**config.mk**
```make
export PLATFORM = sky130hd
export DESIGN_NAME = psv_cfg_regs
export DESIGN_NICKNAME = d
export VERILOG_FILES = /design/src/rtl/core/psv_pkg.sv /design/src/rtl/core/psv_cfg_regs.sv
export SDC_FILE = /design/constraint.sdc
export NUM_CORES = 1
export LEC_CHECK = 0
export BUFFER_PORTS_ARGS = -buffer_cell sky130_fd_sc_hd__buf_2
export CORE_MARGIN = 2
export CORE_UTILIZATION = 56
export CTS_BUF_LIST = sky130_fd_sc_hd__clkbuf_8
export DETAILED_ROUTE_END_ITERATION = 10
export MAX_ROUTING_LAYER = met4
export PLACE_DENSITY = 0.87
export RECOVER_POWER = 100
export SYNTH_ARGS = -nofsm -noshare
export SYNTH_HDL_FRONTEND = slang
export SYNTH_SLANG_ARGS = --single-unit
```
**constraint.sdc**
```tcl
create_clock -name i_clk -period 2 [get_ports i_clk]
set_clock_uncertainty 0.05 [all_clocks]
set_input_delay 0.1 -clock i_clk [delete_from_list [all_inputs] [get_ports i_clk]]
set_output_delay 0.1 -clock i_clk [all_outputs]
set_load 0.02 [all_outputs]
```
**src/rtl/core/psv_pkg.sv**
```systemverilog
// Shared types, widths and constants for the position servo core.
package psv_pkg;

    // Field and state widths
    localparam int DEG_W   = 16;
    localparam int POS_W   = 24;
    localparam int GAIN_W  = 16;
    localparam int CNT_W   = 16;
    localparam int BYTE_W  = 8;
    localparam int SP_W    = 40;
    localparam int E_W     = 34;
    localparam int DE_W    = 35;
    localparam int INT_W   = 18;
    localparam int WHOLE_W = E_W - 8;
    localparam int CONV_W  = 31;
    localparam int DUTY_W  = 10;
    localparam int KP_W    = GAIN_W + 1 + E_W;
    localparam int KD_W    = GAIN_W + 1 + DE_W;
    localparam int KIM_W   = 33;
    localparam int KD1K_W  = 62;
    localparam int PD_W    = 63;
    localparam int KIT_W   = 32;
    localparam int SUM_W   = 64;

    // Item kinds on the input stream
    localparam logic FUNC_START = 1'b0;
    localparam logic FUNC_TICK  = 1'b1;

    // Configuration register indexes
    localparam logic [2:0] CFG_KP         = 3'd0;
    localparam logic [2:0] CFG_KI         = 3'd1;
    localparam logic [2:0] CFG_KD         = 3'd2;
    localparam logic [2:0] CFG_PPR        = 3'd3;
    localparam logic [2:0] CFG_TOL        = 3'd4;
    localparam logic [2:0] CFG_SETTLE     = 3'd5;
    localparam logic [2:0] CFG_TIMEOUT    = 3'd6;
    localparam logic [2:0] CFG_MIN_DRIVE  = 3'd7;

    // Arithmetic constants
    localparam logic signed [INT_W-1:0] INTEG_LIMIT   = 18'sd100000;
    localparam logic signed [SUM_W-1:0] OUT_LIMIT_Q20 = 64'sd267386880;
    // floor(2^32 * 32/45): degrees*ppr*256/360 as a reciprocal multiply
    localparam logic [31:0] SP_RECIP   = 32'd3054198966;
    // floor(2^32 * 32/125): integral term *256/1000
    localparam logic [30:0] KI_RECIP   = 31'd1099511627;
    // 999*257: m*999/255 through 1/255 = 257/65535
    localparam logic [25:0] DUTY_RECIP = 26'd256743;
    localparam logic [17:0] DUTY_TOP   = 18'd999;

    typedef enum logic [1:0] {
        ST_MOVING  = 2'd0,
        ST_SETTLED = 2'd1,
        ST_TIMEOUT = 2'd2,
        ST_IDLE    = 2'd3
    } t_status;

    typedef enum logic [1:0] {
        DIR_STOP = 2'd0,
        DIR_FWD  = 2'd1,
        DIR_REV  = 2'd2
    } t_dir;

    typedef struct packed {
        logic [GAIN_W-1:0] kp_gain;
        logic [GAIN_W-1:0] ki_gain;
        logic [GAIN_W-1:0] kd_gain;
        logic [GAIN_W-1:0] pulses_per_rev;
        logic [BYTE_W-1:0] settle_tolerance;
        logic [CNT_W-1:0]  settle_ticks;
        logic [CNT_W-1:0]  timeout_ticks;
        logic [BYTE_W-1:0] min_drive;
    } t_cfg;

    // Front end to PID datapath
    typedef struct packed {
        logic                    pid;
        t_status                 status;
        logic signed [E_W-1:0]   e;
        logic signed [DE_W-1:0]  de;
        logic signed [INT_W-1:0] integ;
    } t_pid_item;

    // PID datapath to drive stage
    typedef struct packed {
        t_status           status;
        t_dir              dir;
        logic [BYTE_W-1:0] mag;
    } t_drv_item;

    // Final result
    typedef struct packed {
        t_status           status;
        logic [DUTY_W-1:0] duty;
        t_dir              dir;
    } t_result;

endpackage

```
**src/rtl/core/psv_cfg_regs.sv**
```systemverilog
// Configuration register file for the servo core.
module psv_cfg_regs import psv_pkg::*; (
    input  logic        i_clk,
    input  logic        i_rst_n,
    input  logic        i_cfg_valid,
    output logic        o_cfg_ready,
    input  logic [2:0]  i_cfg_index,
    input  logic [15:0] i_cfg_data,
    output t_cfg        o_cfg
);

    t_cfg r_cfg;

    assign o_cfg_ready = 1'b1;
    assign o_cfg       = r_cfg;

    // Register writes, one beat per register
    always_ff @(posedge i_clk) begin
        if (!i_rst_n) begin
            r_cfg.kp_gain          <= 16'd8192;
            r_cfg.ki_gain          <= 16'd2048;
            r_cfg.kd_gain          <= 16'd410;
            r_cfg.pulses_per_rev   <= 16'd600;
            r_cfg.settle_tolerance <= 8'd2;
            r_cfg.settle_ticks     <= 16'd50;
            r_cfg.timeout_ticks    <= 16'd6000;
            r_cfg.min_drive        <= 8'd35;
        end else if (i_cfg_valid) begin
            case (i_cfg_index)
                CFG_KP:        r_cfg.kp_gain          <= i_cfg_data;
                CFG_KI:        r_cfg.ki_gain          <= i_cfg_data;
                CFG_KD:        r_cfg.kd_gain          <= i_cfg_data;
                CFG_PPR:       r_cfg.pulses_per_rev   <= i_cfg_data;
                CFG_TOL:       r_cfg.settle_tolerance <= i_cfg_data[BYTE_W-1:0];
                CFG_SETTLE:    r_cfg.settle_ticks     <= i_cfg_data;
                CFG_TIMEOUT:   r_cfg.timeout_ticks    <= i_cfg_data;
                CFG_MIN_DRIVE: r_cfg.min_drive        <= i_cfg_data[BYTE_W-1:0];
                default: ;
            endcase
        end
    end

endmodule

```
==> impl_metrics.env <==
export IMPL_status="finished, final reports clean"
export IMPL_coreArea_um2=7290
export IMPL_clk_latency_ps=360
export IMPL_initialDrtViolationCount=128
export IMPL_vias=3321
export IMPL_area_growth_pct=22.0
export IMPL_min_period_ps=1340
export IMPL_grt_pass1_vias=3445
export IMPL_synth_edf_count=0
export IMPL_syn_num_nets=429
export IMPL_grt_pass1_wl_um=16900
export IMPL_max_cap_violations=0
export IMPL_post_route_drc_count=0
export IMPL_grt_util_all_layers=0.264
export IMPL_cts_buffer_depth=2
export IMPL_synth_top_area_share=0.527
export IMPL_worstPathMaxFanout=49
export IMPL_htreeDepth=3
export IMPL_overflow=0
export IMPL_setup_violations=0
export IMPL_cts_made_buffers=9
export IMPL_synth_area_leaders="dfxtp_1, mux2i_1, nand2_1, nor2b_1, clkbuf_1"
export IMPL_grt_antenna_before_repair=0
export IMPL_nets=565
export IMPL_grt_use_met1=0.319
export IMPL_grt_max_degree=50
export IMPL_grtUsageMet2=0.436
export IMPL_yosys_warnings=0
export IMPL_diodes=0
export IMPL_synth_top_area_cell="dfxtp_1"
export IMPL_layout_drive_gt1_share=0.0949
export IMPL_synth_compound_area_frac=0
export IMPL_path_class="in -> reg"
export IMPL_cts_resized=0
export IMPL_ys_ff_latch=112
export IMPL_dr_pass1_iters=4
export IMPL_synth_mux_area_frac=0.264
export IMPL_finalSetupTns_ps=0
export IMPL_top_usage_layer="met2"
export IMPL_die_height_um=91.2
export IMPL_largest_reg_flops=112
export IMPL_num_rows=31
export IMPL_rsz0062_at_grt="false"
export IMPL_period_share=0.670
export IMPL_drt_wl_total_um=10300
export IMPL_power_density_nw_per_um2=778
export IMPL_ant_nets=0
export IMPL_critPathRequiredTime_ps=2200
export IMPL_gp_congestion=0.847
export IMPL_p_leak_nw=2.34
export IMPL_yosys_top_cells_count="dfxtp_1, mux2i_1, nand2_1"
export IMPL_maxSlewViolCount=0
export IMPL_synthArstFlopShare=0
export IMPL_clk_pin_slew_ps=100
export IMPL_netlist_area_um2=4250
export IMPL_vias_per_cell=5.13
export IMPL_die_w_um=91.2
export IMPL_die_area_um2=8310
export IMPL_worstPathArrival_ps=1540
export IMPL_initial_utilization=0.583
export IMPL_routedWlPerCell_um=16.0
export IMPL_finalHoldViolations=0
export IMPL_fmax_mhz=746
export IMPL_postSynthCellCount=407
export IMPL_synth_simple_area_share=0.169
export IMPL_dp_hpwl_um=7300
export IMPL_cts_root_buf="clkbuf_8"
export IMPL_synthXorXnorAreaFrac=0
export IMPL_ioPinCount=135
export IMPL_synth_top_family_by_area="multiplexers"
export IMPL_tightest_slew_ps=919
export IMPL_ir_worst_vdd_mv=0.455
export IMPL_grtUsageMet3=0.0739
export IMPL_timing_slew_headroom=0.387
export IMPL_cts_sinks=112
export IMPL_ys_seq_area_frac=0.527
export IMPL_syn_avg_cell_area_um2=10.5
export IMPL_hp_class="in -> reg"
export IMPL_crit_path_end_kind="register"
export IMPL_p_total_mw=4.04
export IMPL_cts_tree="yes"
export IMPL_yosysUniqueCellTypes=17
export IMPL_io_buffers=133
export IMPL_synth_fa_ha_area_frac=0
export IMPL_yosys_most_used_dff="dfxtp_1"
export IMPL_worstSetupStartpointType="input pin"
[final timing paths]
check	endpoint	cells past startpoint	from	slack (ps)
min reg2reg	o_cfg[80]	2	o_cfg[80]	410
max	o_cfg[13]	4	i_rst_n	660
min	o_cfg[29]	3	i_cfg_data[5]	9
max reg2reg	o_cfg[39]	2	o_cfg[39]	1290
[power breakdown]
| part | switching [mW] | leakage [nW] | internal, mW |
|---|---|---|---|
| Clock | 0.768 | 0.102 | 0.595 |
| Sequential | 0.0270 | 0.907 | 2.28 |
| Combinational | 0.236 | 1.33 | 0.134 |
[through the flow]
stage	hold slack, ps	std cells	util	setup slack [ps]	cell area [um^2]
3_3_place_gp	313	621	0.690	664	5030
6_report	8.98	647	0.712	660	5190
3_5_place_dp	325	621	0.690	635	5030
2_1_floorplan	210	407	-	677	4250
5_1_grt	39.3	647	0.712	566	5190
4_1_cts	3.34	646	0.730	935	5320
[layout by cell type (no fill, tap or decap), drive strengths merged, types with 3 or more instances in the layout]
master,netlist,final
clkbuf,15,122
mux2i,112,112
dfxtp,112,112
nand2,103,103
nor2b,38,38
buf,16,33
dlygate4sd3,0,10
nand4b,3,3
clkinv,0,3
[final cells by class]
type,count,area [um^2]
clock inverter,7,80.1
multi-input combinational,264,1870
tap,99,124
sequential,112,2240
timing repair buffer,156,748
fill,604,2100
clock buffer,9,124
[critical path, stage by stage]
cell and delay, ps:
clkbuf_2 680, buf_4 350, nor2b_1 270, mux2i_1 120
[metal layers]
| layer | up-vias | share of wire | routed length [um] |
|---|---|---|---|
| li1 | 1613 | - | - |
| met1 | 1587 | 0.45 | 4630 |
| met2 | 109 | 0.47 | 4910 |
| met3 | 12 | 0.064 | 662 |
| met4 | 0 | 0.013 | 136 |
| met5 | - | 0 | 0 |
[cell families after synthesis]
group                  count (synthesis)
buffers and inverters                 31
DFF                                  112
muxes                                112
other                                  1
and+or+nand+nor                      151
[what timing repair did]
action	CTS	global route
endpoints found under the hold margin	11	1
hold buffers	9	1
endpoints found under the setup margin	0	0
setup buffers	0	0
Power figures use the tool's default switching activity.
