`src/rtl/core/psv_pkg.sv`:
```
// Shared types, widths and constants for the position servo core.
package psv_pkg;

    // Field and state widths
    localparam int DEG_W   = 16;
    localparam int POS_W   = 24;
    localparam int GAIN_W  = 16;
    localparam int CNT_W   = 16;
    localparam int BYTE_W  = 8;
    localparam int SP_W    = 40;
    localparam int E_W     = 34;
    localparam int DE_W    = 35;
    localparam int INT_W   = 18;
    localparam int WHOLE_W = E_W - 8;
    localparam int CONV_W  = 31;
    localparam int DUTY_W  = 10;
    localparam int KP_W    = GAIN_W + 1 + E_W;
    localparam int KD_W    = GAIN_W + 1 + DE_W;
    localparam int KIM_W   = 33;
    localparam int KD1K_W  = 62;
    localparam int PD_W    = 63;
    localparam int KIT_W   = 32;
    localparam int SUM_W   = 64;

    // Item kinds on the input stream
    localparam logic FUNC_START = 1'b0;
    localparam logic FUNC_TICK  = 1'b1;

    // Configuration register indexes
    localparam logic [2:0] CFG_KP         = 3'd0;
    localparam logic [2:0] CFG_KI         = 3'd1;
    localparam logic [2:0] CFG_KD         = 3'd2;
    localparam logic [2:0] CFG_PPR        = 3'd3;
    localparam logic [2:0] CFG_TOL        = 3'd4;
    localparam logic [2:0] CFG_SETTLE     = 3'd5;
    localparam logic [2:0] CFG_TIMEOUT    = 3'd6;
    localparam logic [2:0] CFG_MIN_DRIVE  = 3'd7;

    // Arithmetic constants
    localparam logic signed [INT_W-1:0] INTEG_LIMIT   = 18'sd100000;
    localparam logic signed [SUM_W-1:0] OUT_LIMIT_Q20 = 64'sd267386880;
    // floor(2^32 * 32/45): degrees*ppr*256/360 as a reciprocal multiply
    localparam logic [31:0] SP_RECIP   = 32'd3054198966;
    // floor(2^32 * 32/125): integral term *256/1000
    localparam logic [30:0] KI_RECIP   = 31'd1099511627;
    // 999*257: m*999/255 through 1/255 = 257/65535
    localparam logic [25:0] DUTY_RECIP = 26'd256743;
    localparam logic [17:0] DUTY_TOP   = 18'd999;

    typedef enum logic [1:0] {
        ST_MOVING  = 2'd0,
        ST_SETTLED = 2'd1,
        ST_TIMEOUT = 2'd2,
        ST_IDLE    = 2'd3
    } t_status;

    typedef enum logic [1:0] {
        DIR_STOP = 2'd0,
        DIR_FWD  = 2'd1,
        DIR_REV  = 2'd2
    } t_dir;

    typedef struct packed {
        logic [GAIN_W-1:0] kp_gain;
        logic [GAIN_W-1:0] ki_gain;
        logic [GAIN_W-1:0] kd_gain;
        logic [GAIN_W-1:0] pulses_per_rev;
        logic [BYTE_W-1:0] settle_tolerance;
        logic [CNT_W-1:0]  settle_ticks;
        logic [CNT_W-1:0]  timeout_ticks;
        logic [BYTE_W-1:0] min_drive;
    } t_cfg;

    // Front end to PID datapath
    typedef struct packed {
        logic                    pid;
        t_status                 status;
        logic signed [E_W-1:0]   e;
        logic signed [DE_W-1:0]  de;
        logic signed [INT_W-1:0] integ;
    } t_pid_item;

    // PID datapath to drive stage
    typedef struct packed {
        t_status           status;
        t_dir              dir;
        logic [BYTE_W-1:0] mag;
    } t_drv_item;

    // Final result
    typedef struct packed {
        t_status           status;
        logic [DUTY_W-1:0] duty;
        t_dir              dir;
    } t_result;

endpackage

```
`src/rtl/core/psv_drive.sv`:
```
// Duty scaling m*999/255 and the output register.
module psv_drive import psv_pkg::*; (
    input  logic      i_clk,
    input  logic      i_rst_n,
    input  logic      i_drv_valid,
    output logic      o_drv_ready,
    input  t_drv_item i_drv,
    output logic      o_res_valid,
    input  logic      i_res_ready,
    output t_result   o_res
);

    logic r_v6, r_v7;
    logic rdy6, rdy7;

    assign rdy7        = !r_v7 || i_res_ready;
    assign rdy6        = !r_v6 || rdy7;
    assign o_drv_ready = rdy6;
    assign o_res_valid = r_v7;

    always_ff @(posedge i_clk) begin
        if (!i_rst_n) begin
            r_v6 <= 1'b0;
            r_v7 <= 1'b0;
        end else begin
            if (rdy6) r_v6 <= i_drv_valid;
            if (rdy7) r_v7 <= r_v6;
        end
    end

    // Stage 6: exact product and reciprocal estimate
    logic [17:0] x999;
    logic [25:0] xr;

    assign x999 = 18'(i_drv.mag) * DUTY_TOP;
    assign xr   = 26'(i_drv.mag) * DUTY_RECIP;

    t_status           r6_status;
    t_dir              r6_dir;
    logic [17:0]       r6_x999;
    logic [DUTY_W-1:0] r6_q;

    always_ff @(posedge i_clk) begin
        if (rdy6) begin
            r6_status <= i_drv.status;
            r6_dir    <= i_drv.dir;
            r6_x999   <= x999;
            r6_q      <= xr[25:16];
        end
    end

    // Stage 7: one-step quotient correction
    logic [17:0] rem;
    t_result     r7;

    assign rem = r6_x999 - 18'(r6_q) * 18'd255;

    always_ff @(posedge i_clk) begin
        if (rdy7) begin
            r7.status <= r6_status;
            r7.dir    <= r6_dir;
            r7.duty   <= (rem >= 18'd255) ? r6_q + 10'd1 : r6_q;
        end
    end

    assign o_res = r7;

endmodule

```
`config.mk`:
```
export PLATFORM = sky130hd
export DESIGN_NAME = psv_drive
export DESIGN_NICKNAME = d
export VERILOG_FILES = /design/src/rtl/core/psv_pkg.sv /design/src/rtl/core/psv_drive.sv
export SDC_FILE = /design/constraint.sdc
export NUM_CORES = 1
export LEC_CHECK = 0
export BUFFER_PORTS_ARGS = -buffer_cell sky130_fd_sc_hd__buf_4
export CAP_MARGIN = 20
export CORE_MARGIN = 1
export CORE_UTILIZATION = 35
export CTS_BUF_LIST = sky130_fd_sc_hd__clkbuf_16
export CTS_CLUSTER_DIAMETER = 40
export DETAILED_ROUTE_END_ITERATION = 7
export SLEW_MARGIN = 15
export SYNTH_ARGS = -nofsm -noshare
export SYNTH_HDL_FRONTEND = slang
export SYNTH_SLANG_ARGS = --single-unit
```
`constraint.sdc`:
```
create_clock -name i_clk -period 6.3 [get_ports i_clk]
set_input_delay 1.26 -clock i_clk [delete_from_list [all_inputs] [get_ports i_clk]]
set_output_delay 1.26 -clock i_clk [all_outputs]
set_load 0.01 [all_outputs]
```
==> results.cfg, run 1 <==
[outcome]
status = complete, no violations

[yosys]
count_of_flip_flops_with_a_built_in_enable_after_synthesis = 46
synth_fp_nets = 998
synthFlopType = sky130_fd_sc_hd__edfxtp_1
ys_async_sr_fraction = 0
synthesis.area_per_instance_um2 = 10.1
synth_cells = 751
ys_seq_area_frac = 0.186
synth.distinct_cells = 52
synth.cell_area_mm2 = 0.00762
yosysWarnings = 0
synth.ff_latch_count = 48

[global_route]
grt_pass1_vias = 5041
grt_pass1_wl_um = 24900
track_usage = 0.141
antenna_found_initial = 0
overflow = 0
largest_net_degree_at_the_start_of_global_routing = 33

[floorplanning]
floorplan.io_pins = 32
fp-row-count = 53
design.die.area_mm2 = 0.0224
initial_core_util = 0.360
die-width_um = 150
fp.coreArea_mm2 = 0.0212
die_y_um = 150

[cts]
cts_root_buf = sky130_fd_sc_hd__clkbuf_16
h-tree-depth = 2
cts_buffers = 5
clock_transition_at_the_register_clock_pins_on_the_worst_setup_and_hold_paths_after_cts_ps = 70
cts_num_sinks = 48
tritoncts = built
clockBufferDepth = 2
post_cts_buffers = 0
holdBufCountCts = 0
cts_repair_resize_count = 0
clkLatencyLatePin_ps = 280

[cells_and_area]
layout.cells.most_common_list = sky130_fd_sc_hd__inv_1, sky130_fd_sc_hd__ha_1, sky130_fd_sc_hd__fa_1
final_antenna_diode_count = 0
layout_commonest_cell = sky130_fd_sc_hd__inv_1
postLayoutCellArea_mm2 = 0.00839
post_layout_net_count = 1036
drive_gt1_frac = 0.0671
syn2layout_area_growth_pct = 10.1

[critical_path]
critPathLaunch = r6_q[8]
critical_path_arrival_ps = 5780
critical_path.endpoint_type = flip-flop
reg2reg_to = o_res[8]
timing.reg2reg.setup_slack_ps = 550
critical_path_required_ps = 6330
worst_setup_path_endpoint = o_res[8]
cpMaxStageDelayCell = sky130_fd_sc_hd__fa_1
crit_path_max_incr_delay_ps = 570
timing.rr.start = r6_q[8]
timing.critical_path.from_type = flip-flop
worst_r2r_path_depth = 19
crit_path_most_repeated_cell = sky130_fd_sc_hd__inv_1
crit_fanout = 11
crit_path_cell_trace = inv_1, fa_1, inv_1, fa_1, inv_1, fa_1, inv_1, fa_1, inv_1, ha_1, a21oi_1, o22ai_1, nand4b_1, a311oi_1, nor4b_2, nand4_1, or4_4, nand4_1, xnor2_1
crit_type = flip-flop to flip-flop

[sta]
layout_worst_path_cycle_share = 0.912
setup_ws_ps = 554
max_slew.worst_pin.slew_ps = 606
slew_viol_final = 0
fin_tns_setup_ps = 0
hold_viol = 0
finalSetupViolCount = 0
grt_setup_unrepaired = no
fin_worst_skew_ps = 5.47
hold_ws_ps = 421
relSlewSlack = 0.586
fin_crit_ps = 5750
timing.fmax_mhz = 174

[place]
numPortBuffers = 31
detailed_placement_hpwl_um = 13300
placed_area_mm2 = 0.00821
pre_cts_ws_ps = 280
gp_routability_congestion = 0.881

[detailed_routing]
drc_errors = 0
wl_um = 15100
avgViaCountPerCell = 4.72
post_route_ant_nets = 0
drtPass1Iterations = 5
wl_per_cell_um = 14.2
drtIter0Drc = 307
vias = 5030

[min_path]
hold_path_class = flip-flop to flip-flop

[flow_run]
drv_cap = 0
[metrics by stage]
step | std cells | utilization
detailed placement | 1057 | 0.388
finish | 1065 | 0.397
global route | 1065 | 0.397
CTS | 1065 | 0.397
global placement | 1057 | 0.388
floorplan | 751 | -
[worst min path at each step]
stage | from | end | slack, ps | cells after the start
floorplan | r6_dir[0] | o_res[0] | 400 | 0
global placement | r6_dir[1] | o_res[1] | 400 | 0
detailed placement | r6_dir[0] | o_res[0] | 410 | 0
CTS | r6_dir[0] | o_res[0] | 420 | 0
global route | r6_dir[0] | o_res[0] | 430 | 0
finish | r6_dir[0] | o_res[0] | 420 | 0
[logic make-up (layout without fill, tap and decap cells)]
kind of cell / after synthesis / in the layout / share of synthesized area
adders and majority gates: 231 / 231 / 0.488
buffers and inverters: 193 / 232 / 0.0962
and+or+nand+nor: 120 / 120 / 0.0783
AOI/OAI and AO/OA: 114 / 114 / 0.0990
DFF: 48 / 48 / 0.186
xor gates and xnor gates: 40 / 40 / 0.0460
muxes: 5 / 5 / 0.00657
[layer usage]
metal	wire length, um	GRT usage
met5	0	0
met4	137	0.0286
met3	309	0.00549
met2	7220	0.242
met1	7430	0.197
[synth_stat cells (all sizes together), types with 2 or more instances]
library cell	count	area [um^2]
inv	189	709
ha	121	1510
fa	110	2200
edfxtp	46	1380
nand2	32	120
a21oi	31	155
nor2	31	116
xnor2	31	272
o21ai	21	105
a21o	14	105
nand3	14	80.1
nor3	12	60.1
o21a	10	75.1
xor2	9	78.8
a211oi	7	57.6
a31oi	6	37.5
nand4	6	37.5
nor2b	6	37.5
mux2i	5	50.1
o211ai	5	37.5
a2111oi	3	26.3
and3	3	18.8
o21bai	3	22.5
o22ai	3	25.0
or2	3	18.8
a2111o	2	22.5
and4	2	17.5
buf	2	16.3
clkbuf	2	7.51
dfxtp	2	40.0
nor3b	2	15.0
nor4	2	12.5
o2111ai	2	17.5
or4	2	18.8
[final cells by class]
type | count | area, um^2
Clock buffer | 5 | 125
Inverter | 189 | 709
Sequential cell | 48 | 1420
Multi-Input combinational cell | 510 | 5470
Timing Repair Buffer | 35 | 263
Clock inverter | 3 | 63.8
Fill cell | 2068 | 12800
Tap cell | 275 | 344
[worst max-delay path, delay by kind of cell, from the launching register on]
family / cells / cell delay, ps
XOR/XNOR: 1 / 90
flip-flops: 1 / 480
buffers and inverters: 5 / 430
AO/OA/AOI/OAI: 3 / 710
AND/OR/NAND/NOR: 5 / 1250
adder cells (fa/ha/maj): 5 / 2500
[state kept, by name (all words and copies together) (netlist names)]
name and cells:
o_res_valid 1, r6_dir 2, r6_x999 18, r6_status 2, r_v6 1, r6_q 10, o_res 14
Power of run 1 is left out: the tool's default activity adds up to more than one toggle a clock period on the data nets, which glitch-free logic cannot reach.
==> run 2, diff against run 1 <==
==> constraint.sdc (replaced) <==
create_clock -name i_clk -period 5.15 [get_ports i_clk]
set_input_delay 1.03 -clock i_clk [delete_from_list [all_inputs] [get_ports i_clk]]
set_output_delay 1.03 -clock i_clk [all_outputs]
set_load 0.01 [all_outputs]
==> results.cfg, run 2 (synthesis results as in run 1) <==
[cells_and_area]
final_antenna_diode_count = 0
regMostFlops = r6_x999
drive_gt1_frac = 0.277
syn2layout_area_growth_pct = 27.6
layout.cells.most_common_list = sky130_fd_sc_hd__inv_1, sky130_fd_sc_hd__buf_4, sky130_fd_sc_hd__ha_1
postLayoutCellArea_mm2 = 0.00972
post_layout_net_count = 1152
largest_register_ff_count = 18
layout_commonest_cell = sky130_fd_sc_hd__inv_1

[detailed_routing]
wl_per_cell_um = 14.7
avgViaCountPerCell = 4.72
drc_errors = 0
vias = 5575
post_route_ant_nets = 0
drtIter0Drc = 190
drtPass1Iterations = 6
wl_um = 17400

[cts]
clkLatencyLatePin_ps = 300
cts_num_sinks = 48
tritoncts = built
clock_transition_at_the_register_clock_pins_on_the_worst_setup_and_hold_paths_after_cts_ps = 70
cts_root_buf = sky130_fd_sc_hd__clkbuf_16
cts_buffers = 5
holdBufCountCts = 0
h-tree-depth = 2
clockBufferDepth = 2

[sta]
grt_setup_unrepaired = yes
relSlewSlack = 0.535
slew_viol_final = 0
layout_worst_path_cycle_share = 0.996
hold_viol = 0
max_slew.worst_pin.slew_ps = 697
fin_crit_ps = 5130
timing.fmax_mhz = 195
finalSetupViolCount = 0
hold_ws_ps = 423
fin_worst_skew_ps = 7.85

[outcome]
status = complete, no violations

[critical_path]
critical_path.endpoint_type = flip-flop
crit_path_cell_trace = inv_2, buf_6, fa_1, inv_2, fa_1, inv_1, fa_1, inv_2, fa_1, inv_1, ha_4, a21oi_4, o22ai_2, nand4b_1, a311oi_2, nor4b_2, nand4_1, or4_4, nand4_1, xnor2_1
timing.critical_path.from_type = flip-flop
cpMaxStageDelayCell = sky130_fd_sc_hd__fa_1
worst_r2r_path_depth = 20
critPathTopFamily = adder cells
critical_path_arrival_ps = 5180
critical_path_required_ps = 5200
crit_path_max_incr_delay_ps = 540
path_depth = 20
path_buf_inv = 6
crit_fanout = 6
crit_type = flip-flop to flip-flop
crit_path_most_repeated_cell = sky130_fd_sc_hd__fa_1

[min_path]
hold_path_class = flip-flop to flip-flop
min_path_cells = 0

[global_route]
track_usage = 0.166
largest_net_degree_at_the_start_of_global_routing = 34
grt_pass1_wl_um = 29200
grt_pass1_vias = 5883
overflow = 0
antenna_found_initial = 0

[place]
detailed_placement_hpwl_um = 14300
numPortBuffers = 31
gp_routability_congestion = 0.892
placed_area_mm2 = 0.00901

[flow_run]
drv_cap = 0

[floorplanning]
initial_core_util = 0.360
fp-row-count = 53
fp.coreArea_mm2 = 0.0212
die-width_um = 150
floorplan.io_pins = 32
design.die.area_mm2 = 0.0224
die_y_um = 150
-- run 2: worst paths after layout --
| path | from | end | slack [ps] |
|---|---|---|---|
| max reg2reg | r6_q[4] | o_res[8] | 20 |
| max | r6_q[4] | o_res[8] | 20 |
| min reg2reg | r6_status[0] | o_res[12] | 420 |
| min | r6_status[0] | o_res[12] | 420 |
-- run 2: layout make-up --
cell class	instances	area, um^2
inverter	189	712
sequential	48	1420
clock buffer	5	125
timing repair buffer	150	1140
fill	1977	11400
tap	275	344
multi-input combinational	511	5910
clock inverter	3	68.8
-- run 2: metrics by stage --
stage / setup TNS, ps / utilization / cells / worst slack [ps]
after detailed placement: -3880 / 0.426 / 1161 / -329
final: 0 / 0.460 / 1181 / 18.6
after CTS: -72.8 / 0.449 / 1179 / -33.4
after global placement: -3740 / 0.426 / 1161 / -267
after floorplan: -15.7 / - / 751 / -15.7
after global routing: -1560 / 0.460 / 1181 / -185
-- run 2: what timing repair did --
action | in CTS | in global routing
gates resized for setup | 50 | 41
pin swaps | 42 | 41
setup buffers | 9 | 2
gates cloned | 1 | 0
endpoints found under the setup margin | 12 | 19
-- run 2: worst register-to-register path, delay by kind of cell (launching register included) --
family                     cells  cell delay, ps
AOI/OAI and AO/OA              3             520
xor gates and xnor gates       1              80
adders and majority gates      5            2220
buffers and inverters          6             440
DFF                            1             370
and+or+nand+nor                5            1280
-- run 2: layer usage --
layer  up-vias  GRT usage  share of wire
met5         -          0              0
met4         0     0.0434          0.018
met3        24    0.00762          0.013
met2        67      0.294           0.50
met1      2728      0.220           0.47
li1       2756          -              -
Power of run 2 is left out for the same reason.
==> run 3, diff against run 2 <==
--- a/config.mk
+++ b/config.mk
@@ -9,7 +9,7 @@
 export CAP_MARGIN = 20
 export CORE_MARGIN = 1
 export CORE_UTILIZATION = 35
-export CTS_BUF_LIST = sky130_fd_sc_hd__clkbuf_16
+export CTS_BUF_LIST = sky130_fd_sc_hd__clkbuf_8
 export CTS_CLUSTER_DIAMETER = 40
 export DETAILED_ROUTE_END_ITERATION = 7
 export SLEW_MARGIN = 15
==> results.cfg, run 3 (synthesis results as in run 1) <==
[sta]
hold_viol = 0
finalSetupViolCount = 0
grt_setup_unrepaired = yes
hold_ws_ps = 426
timing.fmax_mhz = 195
slew_viol_final = 0
relSlewSlack = 0.522
layout_worst_path_cycle_share = 0.997
fin_tns_setup_ps = 0
fin_worst_skew_ps = 9.60
max_slew.worst_pin.slew_ps = 717
fin_crit_ps = 5130

[outcome]
status = complete, no violations

[cts]
cts_root_buf = sky130_fd_sc_hd__clkbuf_8
cts_num_sinks = 48
clkLatencyLatePin_ps = 310
holdBufCountCts = 0
clock_transition_at_the_register_clock_pins_on_the_worst_setup_and_hold_paths_after_cts_ps = 100
cts_buffers = 5
h-tree-depth = 2
tritoncts = built
clockBufferDepth = 2

[cells_and_area]
layout_commonest_cell = sky130_fd_sc_hd__inv_1
multi_input_comb_area_mm2 = 0.00588
largest_register_ff_count = 18
layout.cells.most_common_list = sky130_fd_sc_hd__inv_1, sky130_fd_sc_hd__buf_4, sky130_fd_sc_hd__ha_1
num-fill-cells = 1991
post_layout_net_count = 1157
drive_gt1_frac = 0.273
regMostFlops = r6_x999
seqCellArea_mm2 = 0.00142
final_antenna_diode_count = 0
syn2layout_area_growth_pct = 27.0

[critical_path]
timing.critical_path.from_type = flip-flop
critical_path_required_ps = 5220
critical_path_arrival_ps = 5210
crit_type = flip-flop to flip-flop
critical_path.endpoint_type = flip-flop
crit_fanout = 6

[floorplanning]
die-width_um = 150
initial_core_util = 0.360
die_y_um = 150
design.die.area_mm2 = 0.0224
floorplan.io_pins = 32
fp.coreArea_mm2 = 0.0212
fp-row-count = 53

[place]
detailed_placement_hpwl_um = 14300
gp_routability_congestion = 0.892
numPortBuffers = 31

[global_route]
grt_pass1_vias = 5866
overflow = 0
track_usage = 0.164
antenna_found_initial = 0
grt_pass1_wl_um = 29000
largest_net_degree_at_the_start_of_global_routing = 34

[detailed_routing]
drc_errors = 0
post_route_ant_nets = 0
avgViaCountPerCell = 4.68
wl_um = 17300
drtPass1Iterations = 4
vias = 5550
wl_per_cell_um = 14.6
drtIter0Drc = 204

[min_path]
hold_path_class = flip-flop to flip-flop

[flow_run]
drv_cap = 0
[run 3: cell count changes in the layout (fill, tap and decap cells not counted), moves of 2 or more]
cell	change
sky130_fd_sc_hd__buf_4	+5
sky130_fd_sc_hd__clkbuf_16	-5
sky130_fd_sc_hd__clkbuf_8	+5
sky130_fd_sc_hd__fa_1	+2
sky130_fd_sc_hd__fa_2	-2
sky130_fd_sc_hd__ha_1	+2
[run 3: per-layer routing]
layer / vias to the layer above / track usage / routed length [um]
li1: 2762 / - / -
met1: 2716 / 0.219 / 8100
met2: 53 / 0.291 / 8770
met3: 19 / 0.00793 / 191
met4: 0 / 0.0388 / 249
met5: - / 0 / 0
[run 3: final cells by class]
class                   count  share of cell area
clock buffers               5             0.00711
clock inverters             3             0.00711
inverters                 189              0.0736
multi-input cells         511               0.608
flip-flops and latches     48               0.147
well taps                 275              0.0356
repair buffers            155               0.122
[run 3: critical path, cell delays in order, from the launching register on]
cell and delay, ps:
sky130_fd_sc_hd__edfxtp_1 410, sky130_fd_sc_hd__inv_2 90, sky130_fd_sc_hd__buf_6 120, sky130_fd_sc_hd__fa_1 510, sky130_fd_sc_hd__inv_2 60, sky130_fd_sc_hd__fa_1 520
sky130_fd_sc_hd__inv_1 50, sky130_fd_sc_hd__fa_1 490, sky130_fd_sc_hd__inv_2 50, sky130_fd_sc_hd__fa_1 400, sky130_fd_sc_hd__inv_1 110, sky130_fd_sc_hd__ha_4 220
sky130_fd_sc_hd__a21oi_4 160, sky130_fd_sc_hd__o22ai_2 90, sky130_fd_sc_hd__nand4b_1 180, sky130_fd_sc_hd__a311oi_2 260, sky130_fd_sc_hd__nor4b_2 220, sky130_fd_sc_hd__nand4_1 220
sky130_fd_sc_hd__or4_4 520, sky130_fd_sc_hd__nand4_1 140, sky130_fd_sc_hd__xnor2_1 70
[run 3: final timing paths]
| check | depth (start not counted) | end | slack, ps | from |
|---|---|---|---|---|
| max | 20 | o_res[8] | 20 | r6_q[7] |
| min | 0 | o_res[12] | 430 | r6_status[0] |
| max reg2reg | 20 | o_res[8] | 20 | r6_q[7] |
| min reg2reg | 0 | o_res[12] | 430 | r6_status[0] |
[run 3: what timing repair did]
action,in CTS,in global routing
pin swaps,48,37
hold endpoints to repair,0,0
endpoints found under the setup margin,10,19
gates resized for setup,45,38
cloned,1,0
setup buffers,9,7
[run 3: per-stage QoR]
step	setup slack [ps]	cell area, um^2	util	instances
after global placement	-267	9010	0.426	1161
after CTS	-26.8	9430	0.446	1179
after global routing	-203	9680	0.457	1186
final	17.3	9680	0.457	1186
after detailed placement	-329	9010	0.426	1161
after floorplan	-15.7	7640	-	751
Power of run 3 is left out for the same reason.
